===== src/lkcsp_pkg.sv =====
// Shared types, codes and constants of the lane keep / change speed planner.
package lkcsp_pkg;

    // Lane geometry: lanes are 4 m wide, lane 0 is leftmost.
    localparam int LANE_COUNT = 3;

    // Field widths.
    localparam int D_W     = 12;   // lateral position, Q4.8
    localparam int S_W     = 21;   // longitudinal position, Q13.8
    localparam int SPEED_W = 16;   // speed, Q8.8
    localparam int LANE_W  = 2;
    localparam int REQ_W   = 2;

    // Configuration port.
    localparam int PADDR_W = 3;
    localparam int PDATA_W = 32;

    localparam logic REG_SPEED_LIMIT = 1'b0;
    localparam logic REG_SPEED_STEP  = 1'b1;

    localparam logic [SPEED_W-1:0] SPEED_LIMIT_RST = 16'd12672;  // 49.5
    localparam logic [SPEED_W-1:0] SPEED_STEP_RST  = 16'd57;     // ~0.224
    localparam logic [LANE_W-1:0]  LANE_RST        = 2'd1;       // middle lane

    // Rational constants: closing gap 0.836 = 836/1000, speed margin 2.24 = 224/100,
    // follow speed 0.95 = 19/20 with floor(y/5) done as (y * ceil(2^21/5)) >> 21.
    localparam int THRESH_W    = S_W + 10;       // holds diff * 1000
    localparam int GAP_NUM     = 836;
    localparam int GAP_DEN     = 1000;
    localparam int RAMP_W      = SPEED_W + 8;    // holds speed * 224
    localparam int MARGIN_NUM  = 224;
    localparam int MARGIN_DEN  = 100;
    localparam int FOLLOW_NUM  = 19;
    localparam int Y_W         = 19;             // (speed * 19) >> 2
    localparam int DIV5_SHIFT  = 21;
    localparam logic [Y_W-1:0] DIV5_MUL = 19'd419431;

    typedef enum logic [1:0] {
        MODE_KEEP  = 2'd0,
        MODE_LEFT  = 2'd1,
        MODE_RIGHT = 2'd2
    } lane_mode_t;

    localparam logic [REQ_W-1:0] REQ_LEFT  = 2'd1;
    localparam logic [REQ_W-1:0] REQ_RIGHT = 2'd2;

    // Item held in the input register.
    typedef struct packed {
        logic                 first_of_frame;
        logic                 last_of_frame;
        logic [D_W-1:0]       ego_d;
        logic [S_W-1:0]       ego_s;
        logic [SPEED_W-1:0]   ego_speed;
        logic [THRESH_W-1:0]  ego_thresh;     // ego_speed * 836
        logic [REQ_W-1:0]     path_request;
        logic                 car_present;
        logic [D_W-1:0]       car_d;
        logic [S_W-1:0]       car_s;
        logic [SPEED_W-1:0]   car_speed;
        logic [SPEED_W-1:0]   car_follow;     // floor(car_speed * 0.95)
    } item_t;

endpackage


===== src/lane_keep_change_speed_planner.sv =====
// Lane keep / change speed planner: frame-based lane mode and reference speed ramp.
// A request accepted into the input register is processed from there; the result of a
// last item is written to the output register when that item leaves the input register.
// Throughput: one request per cycle; the output register only stalls a last item.
// Reset (rst_n, async, active low): keep mode, lane 1, reference speed 0,
// speed_limit 49.5 and speed_step about 0.224; pipeline valids clear.
module lane_keep_change_speed_planner
(
    input  logic                               clk,
    input  logic                               rst_n,

    // configuration (APB-style)
    input  logic                               psel,
    input  logic                               penable,
    input  logic                               pwrite,
    input  logic [lkcsp_pkg::PADDR_W-1:0]      paddr,
    input  logic [lkcsp_pkg::PDATA_W-1:0]      pwdata,
    output logic [lkcsp_pkg::PDATA_W-1:0]      prdata,
    output logic                               pready,

    // request channel
    input  logic                               in_valid,
    output logic                               in_ready,
    input  logic                               first_of_frame,
    input  logic                               last_of_frame,
    input  logic [lkcsp_pkg::D_W-1:0]          ego_d,
    input  logic [lkcsp_pkg::S_W-1:0]          ego_s,
    input  logic [lkcsp_pkg::SPEED_W-1:0]      ego_speed,
    input  logic [lkcsp_pkg::REQ_W-1:0]        path_request,
    input  logic                               car_present,
    input  logic [lkcsp_pkg::D_W-1:0]          car_d,
    input  logic [lkcsp_pkg::S_W-1:0]          car_s,
    input  logic [lkcsp_pkg::SPEED_W-1:0]      car_speed,

    // result channel
    output logic                               out_valid,
    input  logic                               out_ready,
    output logic [lkcsp_pkg::SPEED_W-1:0]      reference_speed,
    output logic [lkcsp_pkg::LANE_W-1:0]       target_lane,
    output logic [lkcsp_pkg::LANE_W-1:0]       lane_mode
);

    // ------------------------------------------------------------------
    // Configuration registers
    // ------------------------------------------------------------------
    logic [lkcsp_pkg::SPEED_W-1:0] speed_limit_reg;
    logic [lkcsp_pkg::SPEED_W-1:0] speed_step_reg;
    logic                          cfg_write;

    assign pready    = 1'b1;
    assign cfg_write = psel & penable & pwrite & pready;

    always_ff @(posedge clk or negedge rst_n)
    begin
        if (!rst_n)
        begin
            speed_limit_reg <= lkcsp_pkg::SPEED_LIMIT_RST;
            speed_step_reg  <= lkcsp_pkg::SPEED_STEP_RST;
        end
        else if (cfg_write)
        begin
            if (paddr[2] == lkcsp_pkg::REG_SPEED_LIMIT)
            begin
                speed_limit_reg <= pwdata[lkcsp_pkg::SPEED_W-1:0];
            end
            else
            begin
                speed_step_reg <= pwdata[lkcsp_pkg::SPEED_W-1:0];
            end
        end
    end

    // Read back the addressed register, upper bits zero.
    always_comb
    begin
        if (paddr[2] == lkcsp_pkg::REG_SPEED_STEP)
        begin
            prdata = {{(lkcsp_pkg::PDATA_W-lkcsp_pkg::SPEED_W){1'b0}}, speed_step_reg};
        end
        else
        begin
            prdata = {{(lkcsp_pkg::PDATA_W-lkcsp_pkg::SPEED_W){1'b0}}, speed_limit_reg};
        end
    end

    // ------------------------------------------------------------------
    // Input register. The products that depend on the request alone are
    // formed here so the processing cycle keeps only constant scalings.
    // ------------------------------------------------------------------
    logic                              item_valid_reg;
    lkcsp_pkg::item_t                  item_reg;
    lkcsp_pkg::item_t                  item_next;
    logic                              fire;
    logic [lkcsp_pkg::Y_W+2-1:0]       car19;
    logic [lkcsp_pkg::Y_W-1:0]         car19_q4;
    logic [2*lkcsp_pkg::Y_W-1:0]       div5_prod;

    assign car19     = (lkcsp_pkg::Y_W+2)'(car_speed) * (lkcsp_pkg::Y_W+2)'(lkcsp_pkg::FOLLOW_NUM);
    assign car19_q4  = car19[lkcsp_pkg::Y_W+2-1:2];
    assign div5_prod = (2*lkcsp_pkg::Y_W)'(car19_q4) * (2*lkcsp_pkg::Y_W)'(lkcsp_pkg::DIV5_MUL);

    always_comb
    begin
        item_next.first_of_frame = first_of_frame;
        item_next.last_of_frame  = last_of_frame;
        item_next.ego_d          = ego_d;
        item_next.ego_s          = ego_s;
        item_next.ego_speed      = ego_speed;
        item_next.ego_thresh     = lkcsp_pkg::THRESH_W'(ego_speed)
                                 * lkcsp_pkg::THRESH_W'(lkcsp_pkg::GAP_NUM);
        item_next.path_request   = path_request;
        item_next.car_present    = car_present;
        item_next.car_d          = car_d;
        item_next.car_s          = car_s;
        item_next.car_speed      = car_speed;
        item_next.car_follow     = div5_prod[lkcsp_pkg::DIV5_SHIFT +: lkcsp_pkg::SPEED_W];
    end

    // Take a new request whenever the input register is empty or drains now.
    assign in_ready = !item_valid_reg || fire;

    always_ff @(posedge clk or negedge rst_n)
    begin
        if (!rst_n)
        begin
            item_valid_reg <= 1'b0;
        end
        else if (in_ready)
        begin
            item_valid_reg <= in_valid;
        end
    end

    always_ff @(posedge clk)
    begin
        if (in_valid && in_ready)
        begin
            item_reg <= item_next;
        end
    end

    // ------------------------------------------------------------------
    // Planner state
    // ------------------------------------------------------------------
    lkcsp_pkg::lane_mode_t             mode_reg, mode_next;
    logic [lkcsp_pkg::LANE_W-1:0]      lane_reg, lane_next;
    logic [lkcsp_pkg::SPEED_W-1:0]     ref_speed_reg, ref_speed_next;
    logic                              too_close_reg, too_close_next;
    logic [lkcsp_pkg::SPEED_W-1:0]     lead_speed_reg, lead_speed_next;
    logic [lkcsp_pkg::S_W-1:0]         held_ego_s_reg;
    logic [lkcsp_pkg::SPEED_W-1:0]     held_ego_speed_reg;
    logic [lkcsp_pkg::THRESH_W-1:0]    held_thresh_reg;

    // A non-last request never waits; a last one waits for room in the output register.
    logic out_valid_reg;
    assign fire = item_valid_reg
                && (!item_reg.last_of_frame || !out_valid_reg || out_ready);

    // Lane mode update, applied on the first request of a frame.
    logic [lkcsp_pkg::D_W:0] centre_lo;   // centre - 1 m
    logic [lkcsp_pkg::D_W:0] centre_hi;   // centre + 1 m
    logic [lkcsp_pkg::LANE_W:0] lane_up;

    assign centre_lo = {1'b0, lane_reg, 2'b01, 8'h00};
    assign centre_hi = {1'b0, lane_reg, 2'b11, 8'h00};
    assign lane_up   = {1'b0, lane_reg} + (lkcsp_pkg::LANE_W+1)'(1);

    always_comb
    begin
        mode_next = mode_reg;
        lane_next = lane_reg;
        if (item_reg.first_of_frame)
        begin
            case (mode_reg)
                lkcsp_pkg::MODE_LEFT, lkcsp_pkg::MODE_RIGHT:
                begin
                    // Settle back to keep once within 1 m of the lane centre.
                    if ({1'b0, item_reg.ego_d} > centre_lo
                        && {1'b0, item_reg.ego_d} < centre_hi)
                    begin
                        mode_next = lkcsp_pkg::MODE_KEEP;
                    end
                end
                default:
                begin
                    // Drop requests that would leave the road.
                    if (item_reg.path_request == lkcsp_pkg::REQ_LEFT)
                    begin
                        if (lane_reg != '0)
                        begin
                            lane_next = lane_reg - lkcsp_pkg::LANE_W'(1);
                            mode_next = lkcsp_pkg::MODE_LEFT;
                        end
                    end
                    else if (item_reg.path_request == lkcsp_pkg::REQ_RIGHT)
                    begin
                        if (lane_up < (lkcsp_pkg::LANE_W+1)'(lkcsp_pkg::LANE_COUNT))
                        begin
                            lane_next = lane_up[lkcsp_pkg::LANE_W-1:0];
                            mode_next = lkcsp_pkg::MODE_RIGHT;
                        end
                    end
                end
            endcase
        end
    end

    // Car check against the (possibly just updated) lane and ego values.
    logic [lkcsp_pkg::S_W-1:0]      ego_s_eff;
    logic [lkcsp_pkg::SPEED_W-1:0]  ego_speed_eff;
    logic [lkcsp_pkg::THRESH_W-1:0] thresh_eff;
    logic                           too_close_base;
    logic [lkcsp_pkg::SPEED_W-1:0]  lead_speed_base;
    logic [lkcsp_pkg::D_W:0]        lane_lo;
    logic [lkcsp_pkg::D_W:0]        lane_hi;
    logic [lkcsp_pkg::S_W-1:0]      gap;
    logic [lkcsp_pkg::THRESH_W-1:0] gap_scaled;
    logic                           in_lane;
    logic                           car_hit;

    assign ego_s_eff       = item_reg.first_of_frame ? item_reg.ego_s : held_ego_s_reg;
    assign ego_speed_eff   = item_reg.first_of_frame ? item_reg.ego_speed : held_ego_speed_reg;
    assign thresh_eff      = item_reg.first_of_frame ? item_reg.ego_thresh : held_thresh_reg;
    assign too_close_base  = item_reg.first_of_frame ? 1'b0 : too_close_reg;
    assign lead_speed_base = item_reg.first_of_frame ? ref_speed_reg : lead_speed_reg;

    // Lane spans (4*lane+1) m to (4*lane+4) m, both ends open.
    assign lane_lo    = {1'b0, lane_next, 2'b01, 8'h00};
    assign lane_hi    = ({1'b0, lane_next, 2'b00, 8'h00})
                      + (lkcsp_pkg::D_W+1)'(4 * 256);
    assign in_lane    = ({1'b0, item_reg.car_d} > lane_lo) && ({1'b0, item_reg.car_d} < lane_hi);
    assign gap        = item_reg.car_s - ego_s_eff;
    assign gap_scaled = lkcsp_pkg::THRESH_W'(gap) * lkcsp_pkg::THRESH_W'(lkcsp_pkg::GAP_DEN);

    assign car_hit = item_reg.car_present
                   && in_lane
                   && (item_reg.car_s > ego_s_eff)
                   && (gap_scaled < thresh_eff)
                   && (item_reg.car_speed < ego_speed_eff);

    always_comb
    begin
        too_close_next  = too_close_base | car_hit;
        lead_speed_next = lead_speed_base;
        if (car_hit && (lead_speed_base > item_reg.car_speed))
        begin
            lead_speed_next = item_reg.car_follow;
        end
    end

    // Speed ramp at the end of the frame.
    logic [lkcsp_pkg::RAMP_W-1:0]  ref_scaled;
    logic [lkcsp_pkg::RAMP_W-1:0]  ahead_scaled;
    logic [lkcsp_pkg::SPEED_W:0]   ref_sum;

    assign ref_scaled   = lkcsp_pkg::RAMP_W'(ref_speed_reg) * lkcsp_pkg::RAMP_W'(lkcsp_pkg::MARGIN_DEN);
    assign ahead_scaled = lkcsp_pkg::RAMP_W'(lead_speed_next)
                        * lkcsp_pkg::RAMP_W'(lkcsp_pkg::MARGIN_NUM);
    assign ref_sum      = {1'b0, ref_speed_reg} + {1'b0, speed_step_reg};

    always_comb
    begin
        ref_speed_next = ref_speed_reg;
        if (item_reg.last_of_frame)
        begin
            if (!too_close_next)
            begin
                // Accelerate toward the limit, clamp at full scale.
                if (ref_speed_reg < speed_limit_reg)
                begin
                    ref_speed_next = ref_sum[lkcsp_pkg::SPEED_W] ? '1
                                   : ref_sum[lkcsp_pkg::SPEED_W-1:0];
                end
            end
            else if (ref_scaled > ahead_scaled)
            begin
                // Back off, clamp at zero.
                ref_speed_next = (ref_speed_reg > speed_step_reg)
                               ? ref_speed_reg - speed_step_reg : '0;
            end
        end
    end

    always_ff @(posedge clk or negedge rst_n)
    begin
        if (!rst_n)
        begin
            mode_reg           <= lkcsp_pkg::MODE_KEEP;
            lane_reg           <= lkcsp_pkg::LANE_RST;
            ref_speed_reg      <= '0;
            too_close_reg      <= 1'b0;
            lead_speed_reg     <= '0;
            held_ego_s_reg     <= '0;
            held_ego_speed_reg <= '0;
            held_thresh_reg    <= '0;
        end
        else if (fire)
        begin
            mode_reg       <= mode_next;
            lane_reg       <= lane_next;
            ref_speed_reg  <= ref_speed_next;
            too_close_reg  <= too_close_next;
            lead_speed_reg <= lead_speed_next;
            if (item_reg.first_of_frame)
            begin
                held_ego_s_reg     <= item_reg.ego_s;
                held_ego_speed_reg <= item_reg.ego_speed;
                held_thresh_reg    <= item_reg.ego_thresh;
            end
        end
    end

    // ------------------------------------------------------------------
    // Output register: hold the frame result until taken.
    // ------------------------------------------------------------------
    logic [lkcsp_pkg::SPEED_W-1:0] res_speed_reg;
    logic [lkcsp_pkg::LANE_W-1:0]  res_lane_reg;
    lkcsp_pkg::lane_mode_t         res_mode_reg;
    logic                          emit;

    assign emit = fire && item_reg.last_of_frame;

    always_ff @(posedge clk or negedge rst_n)
    begin
        if (!rst_n)
        begin
            out_valid_reg <= 1'b0;
        end
        else if (emit)
        begin
            out_valid_reg <= 1'b1;
        end
        else if (out_ready)
        begin
            out_valid_reg <= 1'b0;
        end
    end

    always_ff @(posedge clk)
    begin
        if (emit)
        begin
            res_speed_reg <= ref_speed_next;
            res_lane_reg  <= lane_next;
            res_mode_reg  <= mode_next;
        end
    end

    assign out_valid       = out_valid_reg;
    assign reference_speed = res_speed_reg;
    assign target_lane     = res_lane_reg;
    assign lane_mode       = res_mode_reg;

endmodule


===== config.mk =====
export PLATFORM = sky130hd
export DESIGN_NAME = lane_keep_change_speed_planner
export DESIGN_NICKNAME = d
export VERILOG_FILES = /design/src/lkcsp_pkg.sv /design/src/lane_keep_change_speed_planner.sv
export SDC_FILE = /design/constraint.sdc
export NUM_CORES = 2
export LEC_CHECK = 0
export BUFFER_PORTS_ARGS = -buffer_cell sky130_fd_sc_hd__buf_2
export CAP_MARGIN = 30
export CORE_UTILIZATION = 60
export DETAILED_ROUTE_END_ITERATION = 10
export HOLD_SLACK_MARGIN = 0.15
export MAX_ROUTING_LAYER = met4
export PLACE_DENSITY = 0.88
export SLEW_MARGIN = 20
export SYNTH_ARGS = -nofsm -noshare
export SYNTH_HDL_FRONTEND = slang
export SYNTH_SLANG_ARGS = --single-unit

===== constraint.sdc =====
create_clock -name clk -period 17.1 [get_ports clk]
set_clock_uncertainty 0.15 [all_clocks]
set_input_delay 2.565 -clock clk [delete_from_list [all_inputs] [get_ports clk]]
set_output_delay 2.565 -clock clk [all_outputs]
set_load 0.005 [all_outputs]

After elaboration in Yosys (flattened, before gate mapping) --
Index checks and enable logic that the tools add are counted.
Cells by class: $add $sub $neg 6, $mul 6, magnitude comparators 12, equality and inequality tests 4, multiplexer cells 28, bitwise logic cells 4, reductions and logical operators 21
Operators with widths (number):
- $mux 16 | 10
- $mul 16x5->21 const B | 2
- $mul 19x19->37 const B | 1
- $gt 16x16->1 | 2
- $lt 16x16->1 | 2
- $lt 31x31->1 | 1
- $mux 31 | 1
- $mul 21x7->28 const B | 1
- $mux 2 | 13
- $gt 12x12->1 | 2
- $gt 23x24->1 | 1
- $mul 16x8->24 const B | 1
- $gt 21x21->1 | 1
- $mux 21 | 1
- $sub 21x21->21 | 1
- $mul 16x3->19 const B | 1
- $add 16x16->17 | 1
- $sub 16x16->16 | 1
- $add 12x11->13 const B | 1
- $lt 12x13->1 | 1
- $lt 12x12->1 | 1
- $logic_and 1x1->1 | 10
- $eq 2x1->1 const B | 2
- $eq 2x2->1 const B | 2
- other kinds (12) | 21
Storage, ports and cells: register bits 302, input bits 145, output and inout port bits 55, logic and storage cells 108

Depth between registers and ports, before layout --
depth in word-level cells 21, depth in mapped cells 64, mapped depth without buffers 58

Worst setup path after synthesis --
No wires, ideal clock.
path kind flip-flop to flip-flop, start point register item_reg[149] (netlist name), end point register res_speed_reg (netlist bit reference_speed[15]) (data pin), library setup time 0.274 ns, arrival 13.301 ns, required time 16.676 ns, slack 3.375 ns, cell stages (with the launch flop) 59, buffers on the path 6, clock period less this slack 13.725 ns, cells stage by stage edfxtp_1 > buf_2 > buf_1 > clkbuf_1 > mux2i_1 > ha_1 > nor2b_1 > o21ai_1 > a21boi_0 > o21ai_1 > a21oi_1 > nor2_1 > o31a_1 > nor2b_1 > o311ai_0 > fa_1 > inv_1 > fa_1 > (+23 left out) > a21oi_1 > o21a_1 > o21ai_0 > a31o_2 > a21o_1 > a21o_1 > a21oi_1 > xnor2_1 > ha_1 > and3_1 > nand4_1 > nand4_1 > a21oi_1 > and2_1 > buf_2 > nand3_1 > a21oi_4 > o221ai_1
On the way: word-level cells in the longest chain between the ends 15, elaborated cells on any way between the ends 28, classes of those cells add/sub: 2; mul: 2; order compare: 7; mux: 10; bitwise: 1; reduce/logical: 6
Ends and longest elaborated chain:
- start: declaration | line lane_keep_change_speed_planner.sv:91 | lkcsp_pkg::item_t item_reg;
- start signal: assignment | line lane_keep_change_speed_planner.sv:138 | item_reg <= item_next;
- parallel branches: the longest is 13 deep, another holds $lt 31x31->1
- $mux 16 (*) | line lane_keep_change_speed_planner.sv:266 | if (!too_close_next)
- $mux 16 (*) | line lane_keep_change_speed_planner.sv:264 | if (item_reg.last_of_frame)
- named net ref_speed_next, one bit | line lane_keep_change_speed_planner.sv:147 | logic [lkcsp_pkg::SPEED_W-1:0] ref_speed_reg, ref_speed_next;
- end signal: assignment | line lane_keep_change_speed_planner.sv:343 | res_speed_reg <= ref_speed_next;
- end: declaration | line lane_keep_change_speed_planner.sv:316 | logic [lkcsp_pkg::SPEED_W-1:0] res_speed_reg;
Mark *: on every way through the listed nets, which the timed path passes. A chain may end at the register's enable or synchronous reset.

Worst setup path in the final report --
start point register item_reg[149] (netlist name), end point register res_speed_reg (netlist bit reference_speed[15]) (data pin)
On the way: elaborated cells on any way between the ends 28, classes of those cells add/sub: 2; mul: 2; order compare: 7; mux: 10; bitwise: 1; reduce/logical: 6
RTL lines:
- $mux 21 (*)
- named net ego_s_eff, one bit | line lane_keep_change_speed_planner.sv:209 | logic [lkcsp_pkg::S_W-1:0] ego_s_eff;
- $sub 21x21->21 | line lane_keep_change_speed_planner.sv:232 | assign gap = item_reg.car_s - ego_s_eff;
- $mul 21x7->28 | line lane_keep_change_speed_planner.sv:233 | assign gap_scaled = lkcsp_pkg::THRESH_W'(gap) * lkcsp_pkg::THRESH_W'(lkcsp_pkg::GAP_DEN);
- $lt 31x31->1 | line lane_keep_change_speed_planner.sv:238 | && (gap_scaled < thresh_eff)
- $logic_and 1x1->1 (*) | line lane_keep_change_speed_planner.sv:238
- $logic_and 1x1->1 (*) | line lane_keep_change_speed_planner.sv:239 | && (item_reg.car_speed < ego_speed_eff);
- $logic_and 1x1->1 (*) | line lane_keep_change_speed_planner.sv:245 | if (car_hit && (lead_speed_base > item_reg.car_speed))
- $mux 16 (*) | line lane_keep_change_speed_planner.sv:245
- named net lead_speed_next, one bit | line lane_keep_change_speed_planner.sv:149 | logic [lkcsp_pkg::SPEED_W-1:0] lead_speed_reg, lead_speed_next;
- $mul 16x3->19 (*) | line lane_keep_change_speed_planner.sv:258 | * lkcsp_pkg::RAMP_W'(lkcsp_pkg::MARGIN_NUM);
- $gt 23x24->1 (*) | line lane_keep_change_speed_planner.sv:275 | else if (ref_scaled > ahead_scaled)
- $mux 16 (*) | line lane_keep_change_speed_planner.sv:275
- $mux 16 (*) | line lane_keep_change_speed_planner.sv:266
- $mux 16 (*) | line lane_keep_change_speed_planner.sv:264
- named net ref_speed_next, one bit | line lane_keep_change_speed_planner.sv:147
The timed path passes the listed nets; every way through them passes the cells marked *.

==> impl_metrics.tcl <==
set metrics [dict create \
    final.setup.tns_ns 0 \
    nFillCells 3956 \
    hold_viol 0 \
    vias 24500 \
    cts_setup_buffers 0 \
    io_pins 200 \
    root_buffer "clkbuf_16" \
    die_h_um 236 \
    rsz0062_at_grt "false" \
    grt_pass1_vias 24700 \
    final_core_util 0.661 \
    critPathMostFrequentCell "a21oi_1" \
    final_nets 4407 \
    final_area_sq_um 35700 \
    ys_types 92 \
    drc 0 \
    cts_tree "yes" \
    synthArstFlopShare 0.466 \
    maxSlewHeadroom 0.347 \
    worstPathArrival_ns 15.97 \
    post-route-min-period_ns 15.85 \
    cp_slowest_stage_delay_ns 0.67 \
    cp_data_required_time_ns 17.23 \
    std_cell_rows 85 \
    clkTransAtPathRegs_ns 0.06 \
    drive_gt1_frac 0.106 \
    ant_nets 0 \
    ys_seq_area_frac 0.251 \
    yosysWarnings 0 \
    timing.rr.start "item_reg[149]$_DFFE_PP_" \
    cts_buffers 36 \
    avgSynthCellArea_sq_um 9.94 \
    rr_endpoint "reference_speed[15]$_DFFE_PP_" \
    syn_area_sq_um 32900 \
    clockBufferDepth 3 \
    path_class "reg -> reg" \
    startpoint "item_reg[149]$_DFFE_PP_" \
    endpoint "reference_speed[15]$_DFFE_PP_" \
    grt_max_degree 94 \
    gp_congestion 0.966 \
    cp-end-kind "flop" \
    start_util 0.610 \
    area_growth_pct 8.43 \
    antenna_found_initial 2 \
    cp_slowest_cell "edfxtp_1" \
    core_area_sq_um 54000 \
    cts.sinks 298 \
    hpwl_mm 60.2 \
    ctsHtreeMaxLevel 2 \
    clkLatencyLatePin_ns 0.55 \
    dr.first_iter.drc_count 1792 \
    grt-ovfl-total 0 \
    r2r_cells 55 \
    final_cells 4181 \
    placed_cell_area_sq_um 34300 \
    gr-usage-all-layers 0.288 \
    synth_edf_count 159 \
    numPortBuffers 164 \
    routedWlPerCell_um 18.4 \
    multi_input_area_sq_um 21900 \
    path_max_fanout 27 \
    viasPerCell 5.86 \
    r2r_slack_ns 1.25 \
    dp.cells 4108 \
    status "finished, final reports clean" \
    synthFlopType "edfxtp_1" \
    regArea_sq_um 8260 \
    fp.dieArea_sq_um 55800 \
    die_x_um 236 \
    first_pass_iters 5 \
    hp-class "reg -> reg" \
    cp-start-kind "flop" \
    ys_seq_elements 298 \
    cap_violations 0 \
    timing.final.crit_share 0.927 \
    worst_pin_slew_ns 0.980 \
    cts_hold_buffers 0 \
    grt_pass1_wl_mm 126 \
    finalSetupViolCount 0 \
    wl_mm 77.1 \
    fmax_mhz 63.1 \
    postSynthCellCount 3312 \
    drv_slew 0 \
    largest_reg_flops 139 \
    ctsResizeCount 0 \
]
-- per-stage QoR --
step                hold slack, ns  setup WS (ns)
floorplan                    0.296           3.38
global placement             0.310           1.77
detailed placement           0.320           1.59
CTS                          0.332           1.48
global route                 0.346          0.399
finish                       0.325           1.25
-- cell usage after synthesis, drive strengths merged, types with 14 or more instances --
| master | count | area (sq um) |
|---|---|---|
| a2bb2oi | 14 | 123 |
| inv | 642 | 2410 |
| and2 | 19 | 121 |
| dfrtp | 130 | 3250 |
| nor2 | 97 | 364 |
| mux2i | 78 | 781 |
| nor2b | 26 | 163 |
| mux2 | 78 | 878 |
| buf | 47 | 309 |
| nor3 | 47 | 235 |
| o31ai | 17 | 128 |
| and3 | 22 | 138 |
| nand3 | 37 | 185 |
| o21bai | 21 | 158 |
| a211oi | 27 | 208 |
| nand4 | 37 | 231 |
| ha | 540 | 6760 |
| o21ai | 163 | 823 |
| a21oi | 158 | 825 |
| o211ai | 34 | 260 |
| o21a | 17 | 128 |
| nand2b | 22 | 138 |
| or3 | 19 | 119 |
| edfxtp | 159 | 4770 |
| clkbuf | 43 | 163 |
| a21o | 50 | 375 |
| xor2 | 42 | 368 |
| fa | 266 | 5330 |
| xnor2 | 97 | 880 |
| nand2 | 205 | 780 |
-- cell families after synthesis --
kind of cell | synth area share
buf+inv | 0.0875
compound gates | 0.120
fa+ha+maj | 0.368
simple gates | 0.0851
mux | 0.0504
xor+xnor | 0.0379
other cells | 0.000228
flops | 0.251
-- routing by layer --
layer,global-route usage,vias to the layer above,share of wire
met5,-,-,0
met4,0.0976,0,0.035
met3,0.0355,193,0.065
met2,0.468,887,0.48
met1,0.373,11900,0.42
li1,-,11500,-
-- area by class of cell --
class                      count  share of cell area
antenna                        1           0.0000701
clock inverter                22             0.00813
inverter                     642              0.0675
multi-input combinational   2297               0.612
clock buffer                  44              0.0278
tap                          696              0.0244
timing repair buffer         181              0.0287
sequential                   298               0.231
-- worst max-delay path: cells and delay by family, from the launching register on --
kind                       cells  cell delay [ns]
buffers and inverters          3             0.40
DFF                            1             0.67
adders and majority gates     12             4.45
muxes                          2             0.82
xor gates and xnor gates       2             0.69
AOI/OAI and AO/OA             29             6.83
and+or+nand+nor                7             1.53
-- cells in the final DEF (no fill, tap or decap), types with 47 or more instances in the layout --
cell type / instances
fa_1: 266
mux2_2: 78
buf_2: 163
o21ai_0: 149
dfrtp_1: 130
a21o_1: 50
xnor2_1: 93
a21oi_1: 153
edfxtp_1: 159
nand2_1: 202
mux2i_1: 78
nor3_1: 47
ha_1: 540
nor2_1: 97
inv_1: 641
-- how the worst min path moves through the flow --
stage / startpoint / endpoint / slack [ns] / depth (start not counted)
after floorplan: held_ego_speed_reg[0]$_DFFE_PN0P_ / held_ego_speed_reg[0]$_DFFE_PN0P_ / 0.30 / 2
after global placement: held_ego_s_reg[16]$_DFFE_PN0P_ / held_ego_s_reg[16]$_DFFE_PN0P_ / 0.31 / 2
after CTS: held_ego_s_reg[16]$_DFFE_PN0P_ / held_ego_s_reg[16]$_DFFE_PN0P_ / 0.33 / 2
after global routing: held_thresh_reg[11]$_DFFE_PN0P_ / held_thresh_reg[11]$_DFFE_PN0P_ / 0.35 / 2
final: held_ego_s_reg[17]$_DFFE_PN0P_ / held_ego_s_reg[17]$_DFFE_PN0P_ / 0.33 / 2
after detailed placement: held_ego_s_reg[16]$_DFFE_PN0P_ / held_ego_s_reg[16]$_DFFE_PN0P_ / 0.32 / 2
Power is left out: the tool's default activity adds up to more than one toggle a clock period on the data nets, which glitch-free logic cannot reach.
